`src/rtl/core/swtg_pkg.sv`:
```
// shared types and constants of the square wave tone generator
package swtg_pkg;

    localparam int OP_W        = 2;
    localparam int FREQ_W      = 16;
    localparam int DUR_W       = 16;
    localparam int AMP_W       = 15;
    localparam int SAMPLE_W    = 16;
    localparam int DUR_MAX     = (1 << DUR_W) - 1;
    localparam int MS_PER_S    = 1000;
    localparam int QUEUE_DEPTH = 2;
    localparam int QPTR_W      = $clog2(QUEUE_DEPTH);
    localparam int QCNT_W      = $clog2(QUEUE_DEPTH + 1);

    localparam logic [AMP_W-1:0] AMP_RESET = 15'h7FFF;

    typedef enum logic [OP_W-1:0] {
        OP_PLAY = 2'd0,
        OP_STOP = 2'd1,
        OP_TICK = 2'd2
    } op_t;

    typedef enum logic {
        BK_IDLE   = 1'b0,
        BK_DIVIDE = 1'b1
    } back_state_t;

    typedef struct packed {
        op_t               kind;
        logic [FREQ_W-1:0] freq;
        logic [DUR_W-1:0]  dur;
    } cmd_t;

    typedef struct packed {
        logic valid;
        cmd_t cmd;
    } queue_head_t;

endpackage

```
`src/rtl/core/square_wave_tone_generator_top.sv`:
```
// top level of the square wave tone generator
// Square wave tone generator. Items arrive on a valid/ready channel: op 0 plays a tone of
// freq_hz for duration_ms (frequency 0 is a rest, duration 0 plays until the next play or
// stop), op 1 stops the tone, op 2 is one sample tick and op 3 is taken and ignored. Only a
// tick yields a result: one signed sample on the output channel, -amplitude in the first
// half-wave, +amplitude in the next, alternating, or 0 when no tone is active. The amplitude
// register is written through amplitude_we/amplitude and resets to full scale; the user is to
// write it only while the block is idle, and the block itself does not enforce this. A front end
// queues up to two commands while the back end works, so input transfers continue during a
// play setup. Stop and tick are retired from the idle state of the back end (a tick also
// needs the output register free). A play is set up by the bit-serial divider that forms
// the half-wave length SAMPLE_RATE / (2 * freq_hz) one quotient bit per cycle: a start
// step, then the divide steps and a step that loads the result; the sample budget
// duration_ms * SAMPLE_RATE / 1000 comes from a reciprocal multiply in that last step.
module square_wave_tone_generator_top #(
    parameter int SAMPLE_RATE = 22050
) (
    input  logic                          clk,
    input  logic                          rst_n,
    // input channel
    input  logic                          in_valid,
    output logic                          in_ready,
    input  logic [swtg_pkg::OP_W-1:0]     op,
    input  logic [swtg_pkg::FREQ_W-1:0]   freq_hz,
    input  logic [swtg_pkg::DUR_W-1:0]    duration_ms,
    // result channel
    output logic                          out_valid,
    input  logic                          out_ready,
    output logic signed [swtg_pkg::SAMPLE_W-1:0] sample,
    // amplitude register write
    input  logic                          amplitude_we,
    input  logic [swtg_pkg::AMP_W-1:0]    amplitude
);
    import swtg_pkg::*;

    logic [AMP_W-1:0]    amplitude_reg;
    queue_head_t         head;
    logic                pop;
    logic [SAMPLE_W-1:0] sample_bits;

    // amplitude register, written without handshake
    always_ff @(posedge clk or negedge rst_n)
    begin
        if (!rst_n)
        begin
            amplitude_reg <= AMP_RESET;
        end
        else if (amplitude_we)
        begin
            amplitude_reg <= amplitude;
        end
    end

    // front: accepts transfers and queues play, stop and tick commands in order
    swtg_front u_front (
        .clk         (clk),
        .rst_n       (rst_n),
        .in_valid    (in_valid),
        .in_ready    (in_ready),
        .op          (op),
        .freq_hz     (freq_hz),
        .duration_ms (duration_ms),
        .pop         (pop),
        .head        (head)
    );

    // back: runs the divider for play, keeps the wave state, drives the output register
    swtg_back #(
        .SAMPLE_RATE (SAMPLE_RATE)
    ) u_back (
        .clk       (clk),
        .rst_n     (rst_n),
        .head      (head),
        .pop       (pop),
        .amp       (amplitude_reg),
        .out_valid (out_valid),
        .out_ready (out_ready),
        .sample    (sample_bits)
    );

    assign sample = $signed(sample_bits);

endmodule

```
`src/rtl/core/swtg_div.sv`:
```
// bit-serial restoring divider, one quotient bit per cycle
module swtg_div #(
    parameter int NUM_W = 16,
    parameter int DEN_W = 17
) (
    input  logic             clk,
    input  logic             rst_n,
    input  logic             start,
    input  logic [NUM_W-1:0] dividend,
    input  logic [DEN_W-1:0] divisor,
    output logic             busy,
    output logic [NUM_W-1:0] quotient
);
    localparam int CNT_W = $clog2(NUM_W + 1);

    logic [CNT_W-1:0] count_reg;
    logic [CNT_W-1:0] count_next;
    logic [DEN_W-1:0] rem_reg;
    logic [DEN_W-1:0] rem_next;
    logic [NUM_W-1:0] quot_reg;
    logic [NUM_W-1:0] quot_next;
    logic [DEN_W-1:0] div_reg;
    logic [DEN_W-1:0] div_next;
    logic [DEN_W:0]   shifted;
    logic [DEN_W+1:0] diff;

    assign shifted = {rem_reg, quot_reg[NUM_W-1]};
    assign diff    = {1'b0, shifted} - {2'b00, div_reg};

    always_comb
    begin
        count_next = count_reg;
        rem_next   = rem_reg;
        quot_next  = quot_reg;
        div_next   = div_reg;
        if (start)
        begin
            count_next = CNT_W'(NUM_W);
            rem_next   = '0;
            quot_next  = dividend;
            div_next   = divisor;
        end
        else if (count_reg != '0)
        begin
            count_next = count_reg - 1'b1;
            // no borrow means the divisor fits
            if (!diff[DEN_W+1])
            begin
                rem_next  = diff[DEN_W-1:0];
                quot_next = {quot_reg[NUM_W-2:0], 1'b1};
            end
            else
            begin
                rem_next  = shifted[DEN_W-1:0];
                quot_next = {quot_reg[NUM_W-2:0], 1'b0};
            end
        end
    end

    always_ff @(posedge clk or negedge rst_n)
    begin
        if (!rst_n)
        begin
            count_reg <= '0;
        end
        else
        begin
            count_reg <= count_next;
        end
    end

    always_ff @(posedge clk)
    begin
        rem_reg  <= rem_next;
        quot_reg <= quot_next;
        div_reg  <= div_next;
    end

    assign busy     = (count_reg != '0);
    assign quotient = quot_reg;

endmodule

```
`src/rtl/core/swtg_front.sv`:
```
// front end: takes input transfers, drops unused codes, queues commands
module swtg_front (
    input  logic                        clk,
    input  logic                        rst_n,
    input  logic                        in_valid,
    output logic                        in_ready,
    input  logic [swtg_pkg::OP_W-1:0]   op,
    input  logic [swtg_pkg::FREQ_W-1:0] freq_hz,
    input  logic [swtg_pkg::DUR_W-1:0]  duration_ms,
    input  logic                        pop,
    output swtg_pkg::queue_head_t       head
);
    import swtg_pkg::*;

    cmd_t              queue_mem [QUEUE_DEPTH];
    logic [QPTR_W-1:0] wr_ptr_reg;
    logic [QPTR_W-1:0] wr_ptr_next;
    logic [QPTR_W-1:0] rd_ptr_reg;
    logic [QPTR_W-1:0] rd_ptr_next;
    logic [QCNT_W-1:0] count_reg;
    logic [QCNT_W-1:0] count_next;
    logic              known_op;
    logic              push;
    logic              do_pop;

    always_comb
    begin
        unique case (op) inside
            OP_PLAY, OP_STOP, OP_TICK: known_op = 1'b1;
            default:                   known_op = 1'b0;
        endcase
    end

    assign in_ready = (count_reg != QCNT_W'(QUEUE_DEPTH));
    // unused code 3 is taken and dropped here
    assign push     = in_valid && in_ready && known_op;
    assign do_pop   = pop && (count_reg != '0);

    always_comb
    begin
        wr_ptr_next = push   ? wr_ptr_reg + 1'b1 : wr_ptr_reg;
        rd_ptr_next = do_pop ? rd_ptr_reg + 1'b1 : rd_ptr_reg;
        count_next  = count_reg;
        if (push && !do_pop)
        begin
            count_next = count_reg + 1'b1;
        end
        else if (do_pop && !push)
        begin
            count_next = count_reg - 1'b1;
        end
    end

    always_ff @(posedge clk or negedge rst_n)
    begin
        if (!rst_n)
        begin
            wr_ptr_reg <= '0;
            rd_ptr_reg <= '0;
            count_reg  <= '0;
        end
        else
        begin
            wr_ptr_reg <= wr_ptr_next;
            rd_ptr_reg <= rd_ptr_next;
            count_reg  <= count_next;
        end
    end

    always_ff @(posedge clk)
    begin
        if (push)
        begin
            queue_mem[wr_ptr_reg] <= '{kind: op_t'(op), freq: freq_hz, dur: duration_ms};
        end
    end

    assign head.valid = (count_reg != '0);
    assign head.cmd   = queue_mem[rd_ptr_reg];

endmodule

```
`src/rtl/core/swtg_back.sv`:
```
// back end: tone state, play setup through the half-wave divider, sample output register
module swtg_back #(
    parameter int SAMPLE_RATE = 22050
) (
    input  logic                          clk,
    input  logic                          rst_n,
    input  swtg_pkg::queue_head_t         head,
    output logic                          pop,
    input  logic [swtg_pkg::AMP_W-1:0]    amp,
    output logic                          out_valid,
    input  logic                          out_ready,
    output logic [swtg_pkg::SAMPLE_W-1:0] sample
);
    import swtg_pkg::*;

    localparam int                  SR_W     = $clog2(SAMPLE_RATE + 1);
    localparam int                  HALF_W   = $clog2(SAMPLE_RATE / 2 + 1);
    localparam longint unsigned     MAX_PROD = 64'(DUR_MAX) * 64'(SAMPLE_RATE);
    localparam int                  LEFT_W   = $clog2(MAX_PROD / MS_PER_S + 1);
    // budget = dur * SAMPLE_RATE / 1000 as dur * ceil(SAMPLE_RATE * 2^26 / 1000) >> 26,
    // exact for every 16-bit duration since the excess stays below 1/1000
    localparam int                  RECIP_SHIFT = 26;
    localparam int                  RECIP_W     = 32;
    localparam longint unsigned     RECIP       =
        ((64'(SAMPLE_RATE) << RECIP_SHIFT) + 64'(MS_PER_S - 1)) / 64'(MS_PER_S);
    localparam int                  LPROD_W     = DUR_W + RECIP_W;

    back_state_t       state_reg;
    back_state_t       state_next;
    logic [HALF_W-1:0] half_len_reg;
    logic [HALF_W-1:0] half_len_next;
    logic [HALF_W-1:0] phase_count_reg;
    logic [HALF_W-1:0] phase_count_next;
    logic              phase_high_reg;
    logic              phase_high_next;
    logic [LEFT_W-1:0] left_reg;
    logic [LEFT_W-1:0] left_next;
    logic              forever_reg;
    logic              forever_next;
    logic              out_valid_reg;
    logic              out_valid_next;
    logic [SAMPLE_W-1:0] sample_reg;
    logic [SAMPLE_W-1:0] sample_next;

    logic               div_start;
    logic               half_busy;
    logic [SR_W-1:0]    half_q;
    logic [LPROD_W-1:0] left_prod;
    logic [LEFT_W-1:0]  left_q;
    logic               slot_free;
    logic               tone_active;
    logic [HALF_W:0]    phase_inc;
    logic [SAMPLE_W-1:0] amp_ext;
    logic               divs_done;

    assign left_prod = LPROD_W'(head.cmd.dur) * LPROD_W'(RECIP);
    assign left_q    = left_prod[RECIP_SHIFT +: LEFT_W];

    swtg_div #(
        .NUM_W (SR_W),
        .DEN_W (FREQ_W + 1)
    ) u_half_div (
        .clk      (clk),
        .rst_n    (rst_n),
        .start    (div_start),
        .dividend (SR_W'(SAMPLE_RATE)),
        .divisor  ({head.cmd.freq, 1'b0}),
        .busy     (half_busy),
        .quotient (half_q)
    );

    assign divs_done   = !half_busy;
    assign slot_free   = !out_valid_reg || out_ready;
    assign tone_active = (half_len_reg != '0) && (forever_reg || (left_reg != '0));
    assign phase_inc   = {1'b0, phase_count_reg} + 1'b1;
    assign amp_ext     = {1'b0, amp};

    // next state
    always_comb
    begin
        state_next = state_reg;
        unique case (state_reg)
            BK_IDLE:
            begin
                if (head.valid && (head.cmd.kind == OP_PLAY))
                begin
                    state_next = BK_DIVIDE;
                end
            end
            BK_DIVIDE:
            begin
                if (divs_done)
                begin
                    state_next = BK_IDLE;
                end
            end
            default: state_next = BK_IDLE;
        endcase
    end

    // datapath and handshake outputs
    always_comb
    begin
        pop              = 1'b0;
        div_start        = 1'b0;
        half_len_next    = half_len_reg;
        phase_count_next = phase_count_reg;
        phase_high_next  = phase_high_reg;
        left_next        = left_reg;
        forever_next     = forever_reg;
        out_valid_next   = out_valid_reg && !out_ready;
        sample_next      = sample_reg;
        unique case (state_reg)
            BK_IDLE:
            begin
                if (head.valid)
                begin
                    unique case (head.cmd.kind)
                        OP_PLAY:
                        begin
                            div_start = 1'b1;
                        end
                        OP_STOP:
                        begin
                            pop              = 1'b1;
                            half_len_next    = '0;
                            phase_count_next = '0;
                            phase_high_next  = 1'b0;
                            left_next        = '0;
                            forever_next     = 1'b0;
                        end
                        OP_TICK:
                        begin
                            if (slot_free)
                            begin
                                pop            = 1'b1;
                                out_valid_next = 1'b1;
                                sample_next    = '0;
                                if (tone_active)
                                begin
                                    sample_next = phase_high_reg ? amp_ext : (16'd0 - amp_ext);
                                    if (phase_inc >= {1'b0, half_len_reg})
                                    begin
                                        phase_count_next = '0;
                                        phase_high_next  = !phase_high_reg;
                                    end
                                    else
                                    begin
                                        phase_count_next = phase_inc[HALF_W-1:0];
                                    end
                                    if (!forever_reg)
                                    begin
                                        left_next = left_reg - 1'b1;
                                    end
                                end
                            end
                        end
                        default: ;
                    endcase
                end
            end
            BK_DIVIDE:
            begin
                if (divs_done)
                begin
                    pop              = 1'b1;
                    phase_count_next = '0;
                    phase_high_next  = 1'b0;
                    forever_next     = (head.cmd.dur == '0);
                    left_next        = left_q;
                    if (head.cmd.freq == '0)
                    begin
                        half_len_next = '0;
                    end
                    else if (half_q == '0)
                    begin
                        half_len_next = HALF_W'(1);
                    end
                    else
                    begin
                        half_len_next = half_q[HALF_W-1:0];
                    end
                end
            end
            default: ;
        endcase
    end

    always_ff @(posedge clk or negedge rst_n)
    begin
        if (!rst_n)
        begin
            state_reg       <= BK_IDLE;
            half_len_reg    <= '0;
            phase_count_reg <= '0;
            phase_high_reg  <= 1'b0;
            left_reg        <= '0;
            forever_reg     <= 1'b0;
            out_valid_reg   <= 1'b0;
        end
        else
        begin
            state_reg       <= state_next;
            half_len_reg    <= half_len_next;
            phase_count_reg <= phase_count_next;
            phase_high_reg  <= phase_high_next;
            left_reg        <= left_next;
            forever_reg     <= forever_next;
            out_valid_reg   <= out_valid_next;
        end
    end

    always_ff @(posedge clk)
    begin
        sample_reg <= sample_next;
    end

    assign out_valid = out_valid_reg;
    assign sample    = sample_reg;

    a_divide_pop_after_done: assert property (@(posedge clk) disable iff (!rst_n)
        (state_reg == BK_DIVIDE && pop) |-> !half_busy)
        else $error("play retired while the divider still runs");

    a_tick_needs_slot: assert property (@(posedge clk) disable iff (!rst_n)
        (pop && head.cmd.kind == OP_TICK) |-> (!out_valid_reg || out_ready))
        else $error("tick retired with the output register still full");

    a_start_from_idle: assert property (@(posedge clk) disable iff (!rst_n)
        div_start |-> (state_reg == BK_IDLE && head.valid))
        else $error("divider started outside idle");

    a_tone_has_length: assert property (@(posedge clk) disable iff (!rst_n)
        (state_reg == BK_DIVIDE && divs_done && head.cmd.freq != '0) |=> (half_len_reg != '0))
        else $error("audible play left a zero half-wave length");

endmodule

```
`config.mk`:
```
export PLATFORM = sky130hd
export DESIGN_NAME = square_wave_tone_generator_top
export DESIGN_NICKNAME = d
export VERILOG_FILES = /design/src/rtl/core/swtg_pkg.sv /design/src/rtl/core/square_wave_tone_generator_top.sv /design/src/rtl/core/swtg_div.sv /design/src/rtl/core/swtg_front.sv /design/src/rtl/core/swtg_back.sv
export SDC_FILE = /design/constraint.sdc
export NUM_CORES = 1
export LEC_CHECK = 0
export ABC_AREA = 1
export BUFFER_PORTS_ARGS = -buffer_cell sky130_fd_sc_hd__buf_2
export CORE_MARGIN = 10
export CORE_UTILIZATION = 65
export DETAILED_ROUTE_END_ITERATION = 7
export PLACE_DENSITY = 0.83
export SETUP_SLACK_MARGIN = 0.15
export SLEW_MARGIN = 20
export SYNTH_ARGS = -nofsm -noshare
export SYNTH_HDL_FRONTEND = slang
export SYNTH_SLANG_ARGS = --single-unit
```
`constraint.sdc`:
```
create_clock -name clk -period 16.2 [get_ports clk]
set_input_delay 1.62 -clock clk [delete_from_list [all_inputs] [get_ports clk]]
set_output_delay 1.62 -clock clk [all_outputs]
set_load 0.005 [all_outputs]
```
==> reports/qor.csv <==
metric,value,unit
status,"finished, final reports clean",
num_antenna_cells,0,
crit_slowest_cell,fa_1,
path_max_fanout,35,
rsz0062_at_grt,no,
fin_nets,2511,
htreeDepth,1,
reg2reg_slack,9.10,ns
grt.total_usage,0.2661,
ys_seq_elements,208,
seqCellArea,5564,sq um
first_iter_violations,1070,
grt_pass1_vias,13951,
fillers,2102,
clk_latency,0.53,ns
drive_gt1_frac,0.08682,
synth_top_flop_cell,edfxtp_1,
cts.clk_slew.worst_paths,0.06,ns
path_common_cell,inv_1,
antenna_found_initial,0,
crit_family,adder cells,
finalSetupViolations,0,
initial_core_util,0.6564,
grt_max_degree,77,
syn_avg_cell_area,8.471,sq um
final_max_slew_viol_count,0,
synthesis.nets,2444,
largest_reg_flops,68,
worst_slack,9.103,ns
ys_warn_count,0,
syn_inst,2071,
crit_required,16.65,ns
ctsLongestPathBuffers,3,
clock_sinks,208,
clock_skew,0.03014,ns
post_cts_resized,0,
fin_setup_tns,0,ns
slew_headroom,0.2490,
critical_path_class,flip-flop to flip-flop,
numPortBuffers,71,
synth_edf_count,100,
firstDrtPassIters,5,
seq_area_frac_synth,0.3172,
critPathMaxStageDelay,0.55,ns
max_clock_freq,140.9,MHz
die_h,184.3,um
wl_per_cell,17.90,um
gr-total-overflow,0,
area_growth,8.231,%
via_per_inst,5.644,
start_kind,flip-flop,
cp.arrival,7.55,ns
die_w,184.3,um
gp_congestion,1.010,
layout_min_cycle_time,7.097,ns
synth_area,17540,sq um
worst_setup_path_end_kind,flip-flop,
dpl_worst_slack,9.119,ns
num_vias,14081,
cts_root_buffer,clkbuf_16,
min_period_over_period,0.4381,
cts_tree,built,
worst-path-buf-inv,8,
hp-class,flip-flop to flip-flop,
cts_hold_buf,0,
routed_wl,44670,um
multi_input_area,10290,sq um
ys_async_sr_fraction,0.3654,
post-cts-setup-buffers,0,
tightest_slew,1.120,ns
cap_violations,0,
hold_start,u_back.u_half_div.rem_reg[9]$_SDFFE_PP0N_,
drc,0,
crit_path_start,u_front.rd_ptr_reg$_DFFE_PN0P_,
finalHoldViolations,0,
place_hpwl,36200,um
grt_pass1_wl,72480,um
ant_nets,0,
coreArea,26730,sq um
numCtsBuffers,23,
std_cell_rows,60,
timing.rr.start,u_front.rd_ptr_reg$_DFFE_PN0P_,
num_io_pins,72,
synth.distinct_cells,56,
die_area,33960,sq um
-- cells in the final DEF, fill, tap and decap left out, types with 23 or more instances in the layout --
cell and instances:
nand3_1 66, inv_1 395, xor2_1 45, a21oi_1 105
nand2_1 393, ha_1 211, nand4_1 23, dfxtp_1 32
nor3_1 26, edfxtp_1 100, buf_2 70, fa_1 108
nor2_1 179, dfrtp_1 61, o21ai_0 108, clkbuf_16 25
-- worst paths after layout --
check,depth (start not counted),end
worst max-delay path,27,u_back.left_reg[20]$_DFFE_PN0P_
worst min-delay path,2,u_back.u_half_div.rem_reg[10]$_SDFFE_PP0N_
worst max register to register,27,u_back.left_reg[20]$_DFFE_PN0P_
worst min register to register,2,u_back.u_half_div.rem_reg[10]$_SDFFE_PP0N_
max in group asynchronous,2,amplitude_reg[4]$_DFFE_PN1P_
min in group asynchronous,1,u_back.left_reg[2]$_DFFE_PN0P_
-- kinds of logic (layout without fill, tap and decap cells) --
family                   Yosys count  count (layout)  synth area share
multiplexers                       2               2          0.001284
adder cells (fa/ha/maj)          319             319            0.2737
buffers and inverters            437             520           0.09678
flip-flops                       208             208            0.3172
AO/OA/AOI/OAI                    295             295           0.09628
AND/OR/NAND/NOR                  751             751            0.1853
XOR/XNOR                          59              59           0.02946
-- metal layers --
metal | wire length (um) | global-route usage | share of wire
met1 | 19500 | 0.3545 | 0.44
met2 | 21290 | 0.4492 | 0.48
met3 | 3067 | 0.04312 | 0.069
met4 | 809 | 0.05375 | 0.018
met5 | 0 | 0 | 0
-- synthesized netlist by cell type (9+ instances only) --
cell      instances  area, sq um
dfrtp_1          61         1526
xnor2_1          14        122.6
dfxtp_1          32        640.6
a31oi_1          12        75.07
a21boi_1         15        112.6
nand3_1          66        330.3
edfxtp_1        100         3003
o22ai_1           9        56.30
fa_1            108         2162
o21ai_0         108        540.5
ha_1            211         2640
clkbuf_1         23        86.33
dfstp_2          15        394.1
a21oi_1         105        525.5
nor3_1           27        135.1
nor4_1           11        68.82
or2_2            18        112.6
xor2_1           45        394.1
inv_1           395         1483
o211ai_1         11        82.58
nand4_1          23        143.9
nand2_1         393         1475
nor2_1          181        679.4
-- cell type report --
type | instances | share of cell area
well taps | 341 | 0.02247
flip-flops and latches | 208 | 0.2930
repair buffers | 76 | 0.02188
multi-input cells | 1426 | 0.5420
clock buffers | 33 | 0.03611
inverters | 403 | 0.07967
clock inverters | 8 | 0.004811
-- stage by stage --
stage          instances  hold slack (ns)    util  area [sq um]
6_report            2495           0.5084  0.7104         18990
5_1_grt             2495           0.5338  0.7104         18990
2_1_floorplan       2071           0.4553       -         17540
4_1_cts             2494           0.4931  0.7094         18960
3_3_place_gp        2453           0.4813  0.6803         18180
3_5_place_dp        2453           0.4859  0.6803         18180
-- tightest hold or removal path, cell delays in order (launching register included) --
cell,delay (ns)
dfxtp_1,0.32
nand2_1,0.07
a31oi_1,0.07
Power is not shown: default switching activity piles up to over one toggle a cycle in this logic, so the estimate is an artifact.
